==> src/rtl/sepc_pkg.sv <==
// ----------------------------------------------------------------------------
// Servo easing position controller package
// Shared types, command codes and fixed constants for the controller blocks.
// ----------------------------------------------------------------------------
package sepc_pkg;

    // Angles are unsigned Q8.8 degrees.
    localparam int unsigned ANGLE_W = 16;
    localparam int unsigned IN_ANGLE_W = 18;
    localparam int unsigned PULSE_W = 12;
    localparam int unsigned CH_W = 4;
    localparam int unsigned CFG_ADDR_W = 3;
    localparam int unsigned CFG_DATA_W = 16;

    localparam logic [ANGLE_W-1:0] FULL_ANGLE = 16'd46080;
    localparam logic [ANGLE_W-1:0] MID_ANGLE = 16'd23040;
    localparam logic [PULSE_W-1:0] PULSE_SAT = 12'd4095;

    // Division by 46080 = 1024 * 45: shift by 10, then multiply by the
    // rounded-up reciprocal of 45 scaled by 2^24. Exact for 18-bit dividends.
    localparam int unsigned DIV_SHIFT = 10;
    localparam int unsigned RECIP_SHIFT = 24;
    localparam logic [18:0] RECIP_45 = 19'd372828;

    // Configuration reset values.
    localparam logic [15:0] EASE_RST = 16'd7864;
    localparam logic [15:0] SNAP_RST = 16'd26;
    localparam logic [PULSE_W-1:0] PMIN_RST = 12'd500;
    localparam logic [PULSE_W-1:0] PMAX_RST = 12'd2500;
    localparam logic [CH_W-1:0] MASTER_RST = 4'd1;
    localparam logic [CH_W-1:0] SLAVE_RST = 4'd2;

    typedef enum logic [CFG_ADDR_W-1:0] {
        CFG_EASE   = 3'd0,
        CFG_SNAP   = 3'd1,
        CFG_PMIN   = 3'd2,
        CFG_PMAX   = 3'd3,
        CFG_MASTER = 3'd4,
        CFG_SLAVE  = 3'd5
    } cfg_reg_t;

    typedef enum logic [1:0] {
        KIND_TICK = 2'd0,
        KIND_SET  = 2'd1,
        KIND_CAL  = 2'd2,
        KIND_BAD  = 2'd3
    } kind_t;

    typedef enum logic [1:0] {
        ST_OK       = 2'd0,
        ST_BAD_CH   = 2'd1,
        ST_BAD_KIND = 2'd2
    } status_t;

    typedef struct packed {
        logic [15:0]        ease;
        logic [15:0]        snap;
        logic [PULSE_W-1:0] pmin;
        logic [PULSE_W-1:0] pmax;
        logic [CH_W-1:0]    master;
        logic [CH_W-1:0]    slave;
    } cfg_t;

    typedef enum logic [3:0] {
        DP_NOP,
        DP_CAPTURE,
        DP_LOAD,
        DP_STEP,
        DP_MOVE,
        DP_PMUL,
        DP_PDIV,
        DP_SET,
        DP_MIRROR,
        DP_CAL_LO,
        DP_CAL_HI,
        DP_EMIT_TICK,
        DP_EMIT_SET,
        DP_EMIT_CAL,
        DP_EMIT_BADCH,
        DP_EMIT_BADKIND
    } dp_op_t;

    typedef struct packed {
        dp_op_t          op;
        logic [CH_W-1:0] idx;
        logic            last;
    } dp_cmd_t;

    typedef struct packed {
        kind_t kind;
        logic  ch_ok;
        logic  mirror_go;
        logic  out_free;
    } dp_stat_t;

endpackage

==> src/rtl/sepc_cfg.sv <==
// ----------------------------------------------------------------------------
// Servo easing configuration registers
// Holds the easing, snap, pulse range and mirror settings.
// ----------------------------------------------------------------------------
module sepc_cfg
(
    input  logic                              clk,
    input  logic                              rst_n,
    input  logic                              cfg_we,
    input  logic [sepc_pkg::CFG_ADDR_W-1:0]   cfg_addr,
    input  logic [sepc_pkg::CFG_DATA_W-1:0]   cfg_wdata,
    output sepc_pkg::cfg_t                    cfg
);
    import sepc_pkg::*;

    cfg_t cfg_reg;

    always_ff @(posedge clk or negedge rst_n)
    begin
        if (!rst_n)
        begin
            cfg_reg.ease   <= EASE_RST;
            cfg_reg.snap   <= SNAP_RST;
            cfg_reg.pmin   <= PMIN_RST;
            cfg_reg.pmax   <= PMAX_RST;
            cfg_reg.master <= MASTER_RST;
            cfg_reg.slave  <= SLAVE_RST;
        end
        else if (cfg_we)
        begin
            unique case (cfg_reg_t'(cfg_addr))
                CFG_EASE:   cfg_reg.ease   <= cfg_wdata;
                CFG_SNAP:   cfg_reg.snap   <= cfg_wdata;
                CFG_PMIN:   cfg_reg.pmin   <= cfg_wdata[PULSE_W-1:0];
                CFG_PMAX:   cfg_reg.pmax   <= cfg_wdata[PULSE_W-1:0];
                CFG_MASTER: cfg_reg.master <= cfg_wdata[CH_W-1:0];
                CFG_SLAVE:  cfg_reg.slave  <= cfg_wdata[CH_W-1:0];
                default:    ;
            endcase
        end
    end

    assign cfg = cfg_reg;

endmodule

==> src/rtl/sepc_dpath.sv <==
// ----------------------------------------------------------------------------
// Servo easing datapath
// Channel state, easing arithmetic, pulse scaling and the result register.
// ----------------------------------------------------------------------------
module sepc_dpath
#(
    parameter int CHANNELS = 7
)
(
    input  logic                 clk,
    input  logic                 rst_n,
    input  sepc_pkg::cfg_t       cfg,
    input  sepc_pkg::dp_cmd_t    cmd,
    output sepc_pkg::dp_stat_t   stat,
    input  logic [39:0]          s_tdata,
    input  logic [1:0]           s_tuser,
    output logic                 m_tvalid,
    input  logic                 m_tready,
    output logic [47:0]          m_tdata,
    output logic [1:0]           m_tuser,
    output logic                 m_tlast
);
    import sepc_pkg::*;

    localparam int IDX_W = (CHANNELS > 1) ? $clog2(CHANNELS) : 1;
    localparam logic [CH_W:0] CH_CNT = (CH_W+1)'(CHANNELS);

    // Per-channel state.
    logic [ANGLE_W-1:0] cur_arr_reg [CHANNELS];
    logic [ANGLE_W-1:0] tgt_arr_reg [CHANNELS];
    logic [ANGLE_W-1:0] lmin_arr_reg [CHANNELS];
    logic [ANGLE_W-1:0] lmax_arr_reg [CHANNELS];

    // Captured input item.
    kind_t                  kind_reg;
    logic [CH_W-1:0]        ch_reg;
    logic [IN_ANGLE_W-1:0]  a_reg;
    logic [IN_ANGLE_W-1:0]  b_reg;

    // Working registers.
    logic [ANGLE_W-1:0]     tgt_reg;
    logic [ANGLE_W-1:0]     cur_reg;
    logic [ANGLE_W-1:0]     mag_reg;
    logic                   neg_reg;
    logic                   snap_reg;
    logic [ANGLE_W-1:0]     step_reg;
    logic signed [12:0]     span_reg;
    logic signed [29:0]     prod_reg;
    logic [PULSE_W-1:0]     qmag_reg;
    logic                   qneg_reg;
    logic [ANGLE_W-1:0]     val_a_reg;
    logic [ANGLE_W-1:0]     val_b_reg;

    // Result register.
    logic                   out_valid_reg;
    logic [CH_W-1:0]        out_ch_reg;
    logic [PULSE_W-1:0]     out_pulse_reg;
    logic [ANGLE_W-1:0]     out_angle_reg;
    logic [ANGLE_W-1:0]     out_lmax_reg;
    status_t                out_status_reg;
    logic                   out_last_reg;

    logic [IDX_W-1:0]       rd_idx;
    logic [ANGLE_W-1:0]     cur_rd;
    logic [ANGLE_W-1:0]     tgt_rd;
    logic [ANGLE_W-1:0]     lmin_rd;
    logic [ANGLE_W-1:0]     lmax_rd;

    logic signed [16:0]     diff;
    logic [ANGLE_W-1:0]     mag;
    logic [31:0]            ease_sum;
    logic [ANGLE_W-1:0]     cur_next;
    logic [29:0]            prod_abs;
    logic [36:0]            recip_prod;
    logic signed [13:0]     pulse_sum;
    logic [PULSE_W-1:0]     pulse_sat;

    logic signed [18:0]     a_ext;
    logic signed [18:0]     b_ext;
    logic signed [18:0]     lmin_ext;
    logic signed [18:0]     lmax_ext;
    logic signed [18:0]     full_ext;
    logic signed [18:0]     lo_ext;
    logic [ANGLE_W-1:0]     set_t;
    logic [ANGLE_W-1:0]     mir_in;
    logic [ANGLE_W-1:0]     mir_t;
    logic [ANGLE_W-1:0]     cal_lo;
    logic [ANGLE_W-1:0]     cal_hi;
    logic                   emit;
    logic                   out_free;

    // One read address for all channel arrays per cycle.
    always_comb
    begin
        unique case (cmd.op)
            DP_LOAD, DP_MOVE: rd_idx = cmd.idx[IDX_W-1:0];
            DP_MIRROR:        rd_idx = cfg.slave[IDX_W-1:0];
            default:          rd_idx = ch_reg[IDX_W-1:0];
        endcase
    end

    assign cur_rd  = cur_arr_reg[rd_idx];
    assign tgt_rd  = tgt_arr_reg[rd_idx];
    assign lmin_rd = lmin_arr_reg[rd_idx];
    assign lmax_rd = lmax_arr_reg[rd_idx];

    // Easing arithmetic.
    assign diff     = $signed({1'b0, tgt_rd}) - $signed({1'b0, cur_rd});
    assign mag      = diff[16] ? 16'(-diff) : diff[15:0];
    assign ease_sum = (32'(mag_reg) * 32'(cfg.ease)) + 32'd32768;

    always_comb
    begin
        if (snap_reg)
            cur_next = tgt_reg;
        else if (neg_reg)
            cur_next = cur_reg - step_reg;
        else
            cur_next = cur_reg + step_reg;
    end

    // Pulse scaling: divide the magnitude of the product by 46080.
    assign prod_abs   = prod_reg[29] ? 30'(-prod_reg) : 30'(prod_reg);
    assign recip_prod = 37'(prod_abs[DIV_SHIFT+17:DIV_SHIFT]) * 37'(RECIP_45);

    assign pulse_sum = $signed({2'b00, cfg.pmin})
                     + (qneg_reg ? -$signed({2'b00, qmag_reg})
                                 :  $signed({2'b00, qmag_reg}));

    always_comb
    begin
        if (pulse_sum < 0)
            pulse_sat = '0;
        else if (pulse_sum > $signed({2'b00, PULSE_SAT}))
            pulse_sat = PULSE_SAT;
        else
            pulse_sat = pulse_sum[PULSE_W-1:0];
    end

    // Clamps for set and calibrate.
    assign a_ext    = {a_reg[IN_ANGLE_W-1], a_reg};
    assign b_ext    = {b_reg[IN_ANGLE_W-1], b_reg};
    assign lmin_ext = $signed({3'b000, lmin_rd});
    assign lmax_ext = $signed({3'b000, lmax_rd});
    assign full_ext = $signed({3'b000, FULL_ANGLE});
    assign lo_ext   = $signed({3'b000, val_a_reg});

    always_comb
    begin
        if (a_ext < lmin_ext)
            set_t = lmin_rd;
        else if (a_ext > lmax_ext)
            set_t = lmax_rd;
        else
            set_t = a_reg[ANGLE_W-1:0];
    end

    assign mir_in = FULL_ANGLE - val_a_reg;

    always_comb
    begin
        if (mir_in < lmin_rd)
            mir_t = lmin_rd;
        else if (mir_in > lmax_rd)
            mir_t = lmax_rd;
        else
            mir_t = mir_in;
    end

    always_comb
    begin
        if (a_ext < 0)
            cal_lo = '0;
        else if (a_ext > full_ext)
            cal_lo = FULL_ANGLE;
        else
            cal_lo = a_reg[ANGLE_W-1:0];
    end

    always_comb
    begin
        if (b_ext < lo_ext)
            cal_hi = val_a_reg;
        else if (b_ext > full_ext)
            cal_hi = FULL_ANGLE;
        else
            cal_hi = b_reg[ANGLE_W-1:0];
    end

    // Channel state arrays.
    always_ff @(posedge clk or negedge rst_n)
    begin
        if (!rst_n)
        begin
            for (int i = 0; i < CHANNELS; i++)
            begin
                cur_arr_reg[i]  <= MID_ANGLE;
                tgt_arr_reg[i]  <= MID_ANGLE;
                lmin_arr_reg[i] <= '0;
                lmax_arr_reg[i] <= FULL_ANGLE;
            end
        end
        else
        begin
            unique case (cmd.op)
                DP_MOVE:   cur_arr_reg[rd_idx] <= cur_next;
                DP_SET:    tgt_arr_reg[rd_idx] <= set_t;
                DP_MIRROR: tgt_arr_reg[rd_idx] <= mir_t;
                DP_CAL_HI:
                begin
                    lmin_arr_reg[rd_idx] <= val_a_reg;
                    lmax_arr_reg[rd_idx] <= cal_hi;
                end
                default: ;
            endcase
        end
    end

    // Working registers need no reset.
    always_ff @(posedge clk)
    begin
        unique case (cmd.op)
            DP_CAPTURE:
            begin
                kind_reg <= kind_t'(s_tuser);
                ch_reg   <= s_tdata[3:0];
                a_reg    <= s_tdata[21:4];
                b_reg    <= s_tdata[39:22];
            end
            DP_LOAD:
            begin
                tgt_reg  <= tgt_rd;
                cur_reg  <= cur_rd;
                mag_reg  <= mag;
                neg_reg  <= diff[16];
                snap_reg <= (mag < cfg.snap);
                span_reg <= $signed({1'b0, cfg.pmax}) - $signed({1'b0, cfg.pmin});
            end
            DP_STEP:   step_reg <= ease_sum[31:16];
            DP_MOVE:   cur_reg  <= cur_next;
            DP_PMUL:   prod_reg <= 30'($signed({1'b0, cur_reg}) * span_reg);
            DP_PDIV:
            begin
                qmag_reg <= recip_prod[RECIP_SHIFT+PULSE_W-1:RECIP_SHIFT];
                qneg_reg <= prod_reg[29];
            end
            DP_SET:    val_a_reg <= set_t;
            DP_CAL_LO: val_a_reg <= cal_lo;
            DP_CAL_HI: val_b_reg <= cal_hi;
            default: ;
        endcase
    end

    // Result register: loads on an emit command, drains on handshake.
    assign out_free = !out_valid_reg || m_tready;
    assign emit = (cmd.op == DP_EMIT_TICK) || (cmd.op == DP_EMIT_SET)
               || (cmd.op == DP_EMIT_CAL) || (cmd.op == DP_EMIT_BADCH)
               || (cmd.op == DP_EMIT_BADKIND);

    always_ff @(posedge clk or negedge rst_n)
    begin
        if (!rst_n)
            out_valid_reg <= 1'b0;
        else if (emit)
            out_valid_reg <= 1'b1;
        else if (m_tready)
            out_valid_reg <= 1'b0;
    end

    always_ff @(posedge clk)
    begin
        unique case (cmd.op)
            DP_EMIT_TICK:
            begin
                out_ch_reg     <= cmd.idx;
                out_pulse_reg  <= pulse_sat;
                out_angle_reg  <= cur_reg;
                out_lmax_reg   <= '0;
                out_status_reg <= ST_OK;
                out_last_reg   <= cmd.last;
            end
            DP_EMIT_SET:
            begin
                out_ch_reg     <= ch_reg;
                out_pulse_reg  <= '0;
                out_angle_reg  <= val_a_reg;
                out_lmax_reg   <= '0;
                out_status_reg <= ST_OK;
                out_last_reg   <= 1'b1;
            end
            DP_EMIT_CAL:
            begin
                out_ch_reg     <= ch_reg;
                out_pulse_reg  <= '0;
                out_angle_reg  <= val_a_reg;
                out_lmax_reg   <= val_b_reg;
                out_status_reg <= ST_OK;
                out_last_reg   <= 1'b1;
            end
            DP_EMIT_BADCH, DP_EMIT_BADKIND:
            begin
                out_ch_reg     <= ch_reg;
                out_pulse_reg  <= '0;
                out_angle_reg  <= '0;
                out_lmax_reg   <= '0;
                out_status_reg <= (cmd.op == DP_EMIT_BADCH) ? ST_BAD_CH : ST_BAD_KIND;
                out_last_reg   <= 1'b1;
            end
            default: ;
        endcase
    end

    assign m_tvalid = out_valid_reg;
    assign m_tdata  = {out_lmax_reg, out_angle_reg, out_pulse_reg, out_ch_reg};
    assign m_tuser  = out_status_reg;
    assign m_tlast  = out_last_reg;

    assign stat.kind      = kind_reg;
    assign stat.ch_ok     = ({1'b0, ch_reg} < CH_CNT);
    assign stat.mirror_go = (ch_reg == cfg.master) && ({1'b0, cfg.slave} < CH_CNT);
    assign stat.out_free  = out_free;

endmodule

==> src/rtl/sepc_ctrl.sv <==
// ----------------------------------------------------------------------------
// Servo easing controller
// Sequences each item through the datapath, one channel at a time on ticks.
// ----------------------------------------------------------------------------
module sepc_ctrl
#(
    parameter int CHANNELS = 7
)
(
    input  logic                 clk,
    input  logic                 rst_n,
    input  logic                 s_tvalid,
    output logic                 s_tready,
    input  sepc_pkg::dp_stat_t   stat,
    output sepc_pkg::dp_cmd_t    cmd
);
    import sepc_pkg::*;

    localparam int IDX_W = (CHANNELS > 1) ? $clog2(CHANNELS) : 1;
    localparam logic [IDX_W-1:0] IDX_LAST = IDX_W'(CHANNELS - 1);

    typedef enum logic [3:0] {
        S_IDLE,
        S_DECODE,
        S_T_LOAD,
        S_T_STEP,
        S_T_MOVE,
        S_T_PMUL,
        S_T_PDIV,
        S_T_EMIT,
        S_SET,
        S_MIRROR,
        S_SET_EMIT,
        S_CAL_LO,
        S_CAL_HI,
        S_CAL_EMIT,
        S_ERR_CH,
        S_ERR_KIND
    } state_t;

    state_t           state_reg;
    logic [IDX_W-1:0] idx_reg;

    always_ff @(posedge clk or negedge rst_n)
    begin
        if (!rst_n)
        begin
            state_reg <= S_IDLE;
            idx_reg   <= '0;
        end
        else
        begin
            unique case (state_reg)
                S_IDLE:
                    if (s_tvalid)
                        state_reg <= S_DECODE;
                S_DECODE:
                begin
                    idx_reg <= '0;
                    priority if (stat.kind == KIND_BAD)
                        state_reg <= S_ERR_KIND;
                    else if (stat.kind == KIND_TICK)
                        state_reg <= S_T_LOAD;
                    else if (!stat.ch_ok)
                        state_reg <= S_ERR_CH;
                    else if (stat.kind == KIND_SET)
                        state_reg <= S_SET;
                    else
                        state_reg <= S_CAL_LO;
                end
                S_T_LOAD: state_reg <= S_T_STEP;
                S_T_STEP: state_reg <= S_T_MOVE;
                S_T_MOVE: state_reg <= S_T_PMUL;
                S_T_PMUL: state_reg <= S_T_PDIV;
                S_T_PDIV: state_reg <= S_T_EMIT;
                S_T_EMIT:
                    if (stat.out_free)
                    begin
                        if (idx_reg == IDX_LAST)
                            state_reg <= S_IDLE;
                        else
                        begin
                            idx_reg   <= idx_reg + 1'b1;
                            state_reg <= S_T_LOAD;
                        end
                    end
                S_SET:    state_reg <= stat.mirror_go ? S_MIRROR : S_SET_EMIT;
                S_MIRROR: state_reg <= S_SET_EMIT;
                S_CAL_LO: state_reg <= S_CAL_HI;
                S_CAL_HI: state_reg <= S_CAL_EMIT;
                S_SET_EMIT, S_CAL_EMIT, S_ERR_CH, S_ERR_KIND:
                    if (stat.out_free)
                        state_reg <= S_IDLE;
                default:  state_reg <= S_IDLE;
            endcase
        end
    end

    assign s_tready = (state_reg == S_IDLE);

    always_comb
    begin
        cmd.idx  = CH_W'(idx_reg);
        cmd.last = (idx_reg == IDX_LAST);
        unique case (state_reg)
            S_IDLE:     cmd.op = s_tvalid ? DP_CAPTURE : DP_NOP;
            S_T_LOAD:   cmd.op = DP_LOAD;
            S_T_STEP:   cmd.op = DP_STEP;
            S_T_MOVE:   cmd.op = DP_MOVE;
            S_T_PMUL:   cmd.op = DP_PMUL;
            S_T_PDIV:   cmd.op = DP_PDIV;
            S_T_EMIT:   cmd.op = stat.out_free ? DP_EMIT_TICK : DP_NOP;
            S_SET:      cmd.op = DP_SET;
            S_MIRROR:   cmd.op = DP_MIRROR;
            S_SET_EMIT: cmd.op = stat.out_free ? DP_EMIT_SET : DP_NOP;
            S_CAL_LO:   cmd.op = DP_CAL_LO;
            S_CAL_HI:   cmd.op = DP_CAL_HI;
            S_CAL_EMIT: cmd.op = stat.out_free ? DP_EMIT_CAL : DP_NOP;
            S_ERR_CH:   cmd.op = stat.out_free ? DP_EMIT_BADCH : DP_NOP;
            S_ERR_KIND: cmd.op = stat.out_free ? DP_EMIT_BADKIND : DP_NOP;
            default:    cmd.op = DP_NOP;
        endcase
    end

endmodule

==> src/rtl/servo_easing_position_controller_core.sv <==
// A tick: capture, decode, then per channel load, step, move, multiply, divide and emit.
// Set target: capture, decode, set, mirror if it applies, emit. Calibrate: capture,
// decode, low limit, high limit, emit. Throughput: one input item at a time; the next
// is taken once the last result is queued; all channels share the easing and pulse scaler.
// Reset: asynchronous, active low; all channels return to 90 degrees with full limits.
// ----------------------------------------------------------------------------
// Servo easing position controller core
// Per-channel target tracking with exponential easing and pulse-width output.
// ----------------------------------------------------------------------------
module servo_easing_position_controller_core
#(
    parameter int CHANNELS = 7
)
(
    input  logic                                  clk,
    input  logic                                  rst_n,
    // Input items.
    input  logic                                  s_tvalid,
    output logic                                  s_tready,
    input  logic [39:0]                           s_tdata,  // channel, angle_in, angle_max_in
    input  logic [1:0]                            s_tuser,  // kind
    // Result items.
    output logic                                  m_tvalid,
    input  logic                                  m_tready,
    output logic [47:0]                           m_tdata,  // channel_out, pulse_us,
                                                            // angle_out, limit_max_out
    output logic [1:0]                            m_tuser,  // status
    output logic                                  m_tlast,
    // Configuration writes.
    input  logic                                  cfg_we,
    input  logic [sepc_pkg::CFG_ADDR_W-1:0]       cfg_addr,
    input  logic [sepc_pkg::CFG_DATA_W-1:0]       cfg_wdata
);
    import sepc_pkg::*;

    cfg_t     cfg;
    dp_cmd_t  cmd;
    dp_stat_t stat;

    // The configuration block holds the six settings; the user must change them only while the core
    // is idle, as the core has no guard of its own, and the datapath reads them directly.
    sepc_cfg u_cfg
    (
        .clk       (clk),
        .rst_n     (rst_n),
        .cfg_we    (cfg_we),
        .cfg_addr  (cfg_addr),
        .cfg_wdata (cfg_wdata),
        .cfg       (cfg)
    );

    // The controller walks an item through its steps. On a tick it visits
    // every channel in order: load, ease step, move, pulse multiply, pulse
    // divide, emit. The emit step waits while the result register is full and not being taken.
    sepc_ctrl #(.CHANNELS(CHANNELS)) u_ctrl
    (
        .clk      (clk),
        .rst_n    (rst_n),
        .s_tvalid (s_tvalid),
        .s_tready (s_tready),
        .stat     (stat),
        .cmd      (cmd)
    );

    // The datapath holds the channel state and the result register, which
    // decouples the output handshake from the sequencing.
    sepc_dpath #(.CHANNELS(CHANNELS)) u_dpath
    (
        .clk      (clk),
        .rst_n    (rst_n),
        .cfg      (cfg),
        .cmd      (cmd),
        .stat     (stat),
        .s_tdata  (s_tdata),
        .s_tuser  (s_tuser),
        .m_tvalid (m_tvalid),
        .m_tready (m_tready),
        .m_tdata  (m_tdata),
        .m_tuser  (m_tuser),
        .m_tlast  (m_tlast)
    );

    // The core works on one item at a time: after acceptance it is busy.
    assert property (@(posedge clk) disable iff (!rst_n)
        (s_tvalid && s_tready) |=> !s_tready)
        else $error("input accepted while an item was in progress");

    // Error results are single, final and carry no pulse.
    assert property (@(posedge clk) disable iff (!rst_n)
        (m_tvalid && (m_tuser != ST_OK)) |-> (m_tlast && (m_tdata[15:4] == '0)))
        else $error("error result is not a single zero-pulse item");

    // Reported angles never exceed 180 degrees.
    assert property (@(posedge clk) disable iff (!rst_n)
        m_tvalid |-> (m_tdata[31:16] <= FULL_ANGLE))
        else $error("reported angle beyond 180 degrees");

endmodule
==> config.mk <==
export PLATFORM = sky130hd
export DESIGN_NAME = servo_easing_position_controller_core
export DESIGN_NICKNAME = d
export VERILOG_FILES = /design/src/rtl/sepc_pkg.sv /design/src/rtl/sepc_cfg.sv /design/src/rtl/sepc_dpath.sv /design/src/rtl/sepc_ctrl.sv /design/src/rtl/servo_easing_position_controller_core.sv
export SDC_FILE = /design/constraint.sdc
export NUM_CORES = 2
export LEC_CHECK = 0
export BUFFER_PORTS_ARGS = -buffer_cell sky130_fd_sc_hd__buf_2
export CAP_MARGIN = 20
export CORE_MARGIN = 3
export CORE_UTILIZATION = 60
export DETAILED_ROUTE_END_ITERATION = 8
export GPL_TIMING_DRIVEN = 0
export PLACE_DENSITY = 0.76
export SLEW_MARGIN = 0
export SYNTH_ARGS = -nofsm -noshare
export SYNTH_HDL_FRONTEND = slang
export SYNTH_SLANG_ARGS = --single-unit
==> constraint.sdc <==
create_clock -name clk -period 17.8 [get_ports clk]
set_clock_uncertainty 0.1 [all_clocks]
set_input_delay 1.78 -clock clk [delete_from_list [all_inputs] [get_ports clk]]
set_output_delay 1.78 -clock clk [all_outputs]
set_load 0.01 [all_outputs]
==> results.md <==
* Outcome: completed
* Worst setup SP type: primary input
* Largest area contributor in the netlist: dfrtp_1
* Vias in the first global route at between 40,000 and 50,000
* Area after DPL at 59,800 um2
* GR Util All Layers at 0.348
* Nets at approximately 7,200
* FFs w/ async S/R, synth at 0.679
* Worst-Margin Slew at 1.22 ns
* Clock Pin Slew Worst Setup and Hold Paths at 0.06 ns
* Layout Cells excl Fill at between 7,000 and 8,000
* Setup WS post-layout at between 5 and 6 ns
* Final Setup Violations at 0
* R2R depth at 43
* Initial antenna violation count at 9
* Maximum clock rate at 0.0830 GHz
* Routed WL per cell at roughly 23 um
* CTS max path bufs at 3
* Tcrit/Tclk final at 0.677
* Cell mode on critical path: o21a_1
* Post-Synthesis Net Count at between 7,000 and 8,000
* Max_cap viols at 0
* Syn Std Cell Area at between 50,000 and 60,000 um2
* CP Data Required Time at between 15 and 20 ns
* DRC viols at 0
* Top post-synthesis cells by area: dfrtp_1 (18%), fa_1 (16%), edfxtp_1 (13%), ha_1 (11%), nand2_1 (7.5%)
* Most common cell in the netlist: nand2_1
* Post-CTS Setup Repair Bufs at 0
* H-tree depth at 3
* Fill cell count at 7,420
* Die Height at approximately 320 um
* Count of clock tree sinks at 766
* # hold bufs at CTS at 0
* Die ar. at a little under 100,000 um2
* Synth warn at 0
* EDFF count, synth at roughly 250
* Setup Total Neg Slack at 0 ns
* Die width at between 300 and 400 um
* Final Critical Period at 12.05 ns
* Critical Path Slowest Stage Cell: clkbuf_1
* Count of final hold-check violations at 0
* Starting DRT DRC Count at ~4,800
* Vias per inst at 6.06
* # rows at 112
* Initial core utilization at 0.610
* Layout cells sized above 1 at 0.0791
* Placement Setup Slack at 5.55 ns
* Pin count of the biggest net entering global routing at 123
* Ports at 119
* Crit path kind: in -> reg
* Synthesized flop and latch total at ~770
* IO buf count at approximately 120
* Met2 WL at 74.5 mm
* Met1 WL at around 65 mm
* CTS tree: built
* Post-Route WL at roughly 170 mm
* DP Wirelength at around 130 mm
* Clock Tree Root: clkbuf_16
* Seq/Total Area, Yosys at 0.358
* Crit. End Element: flop
* Post-DRT Antenna Nets at 0
* Top cells by count, synth: nand2_1 (1,148), inv_1 (655), o21ai_0 (589)
* CORE AREA at roughly 94,000 um2
* Post_cts resized at 0
* Num CTS Buffers at 85
* Hold depth at 0
* Post-synth cell types at 91
* Synth Flop Type: dfrtp_1
* Largest stage delay, worst path at roughly 0.7 ns
* Global-route wire length before repair at between 200 and 300 mm
* Slew margin rel. at 0.179
* DRT Pass-1 Iters at 6
* Placed insts at roughly 7,400
* Routed wl met3 at slightly below 20 mm
* Worst-skew pair later-pin latency at 0.71 ns
* Final Wtd Congestion at between 1 and 1.5
* Via Count at 45,700
* Final Max Slew Viols at 0
* Critical Path AT at roughly 12 ns
* Post-route cell area at roughly 63,000 um2
* Area Growth Syn to Fin at 9.56%
* Synth Instances at 6,000
* Hold crit path type: reg -> reg
* Top routing layer in use: met5
* Gr ovfl total at 0
* Critical path peak fanout at 10
* RSZ-0062 raised after global routing: no
* Avg Inst Size Synth at 9.56 um2
* Synth top area share at 0.180
## final timing paths
check	slack [ns]	to	startpoint
setup reg to reg	5.89	u_dpath.snap_reg	u_ctrl.state_reg[0]
hold / removal	0.36	u_dpath.qneg_reg	u_dpath.prod_reg[29]
hold reg to reg	0.36	u_dpath.qneg_reg	u_dpath.prod_reg[29]
setup / recovery	5.75	u_dpath.snap_reg	m_tready
min in group asynchronous	1.03	u_dpath.tgt_arr_reg[37]	rst_n
max in group asynchronous	14.99	u_dpath.lmin_arr_reg[101]	rst_n
## layer usage
layer,track usage,vias up
met1,0.455,22200
met4,0.196,6
met5,0,-
met3,0.0884,591
li1,-,20300
met2,0.530,2570
## through the flow
step                      hold slack, ns  utilization
after detailed placement           0.339        0.636
final                              0.357        0.669
after CTS                          0.353        0.668
after global placement             0.335        0.633
after floorplan                    0.324            -
after global routing               0.362        0.668
## worst max-delay path: cells and delay by family
family | cells | cell delay (ns)
AOI/OAI and AO/OA | 25 | 5.15
adders and majority gates | 2 | 0.70
buffers and inverters | 8 | 3.91
and+or+nand+nor | 7 | 0.88
## layout by cell type (no fill, tap or decap), types with 28 or more instances in the layout
cell type / count
nand2_1: 1148
inv_1: 655
o21ai_0: 588
ha_1: 497
fa_1: 445
dfrtp_1: 412
clkbuf_1: 264
a21oi_1: 262
edfxtp_1: 246
and2_1: 194
nor2_1: 162
xnor2_1: 137
buf_2: 124
dfstp_2: 108
clkbuf_16: 89
mux2_2: 71
nand3_1: 70
a21o_1: 60
mux2i_1: 55
nand2b_1: 52
nor3_1: 44
o21a_1: 40
a31oi_1: 38
buf_1: 37
a211oi_1: 36
nor2b_1: 36
xor2_1: 35
and3_1: 30
a22o_1: 28
## final cells by class
class / instances / area [um2] / share of cell area
Antenna cell: 3 / 7.51 / 0.000119
Buffer: 290 / 1120 / 0.0178
Clock buffer: 127 / 2530 / 0.0402
Clock inverter: 32 / 463 / 0.00736
Inverter: 664 / 2490 / 0.0396
Multi-Input combinational cell: 4280 / 33300 / 0.529
Sequential cell: 766 / 20500 / 0.327
Tap cell: 1254 / 1570 / 0.0250
Timing Repair Buffer: 138 / 877 / 0.0140
## cells by family after synthesis
| logic type | count (synthesis) | share of synthesized area |
|---|---|---|
| mux | 128 | 0.0240 |
| fa+ha+maj | 944 | 0.264 |
| xor+xnor | 173 | 0.0267 |
| flops | 766 | 0.358 |
| simple gates | 1816 | 0.139 |
| buf+inv | 954 | 0.0629 |
| compound gates | 1219 | 0.125 |
Power is left out: the tool's default activity adds up to more than one toggle a clock period on the data nets, which glitch-free logic cannot reach.
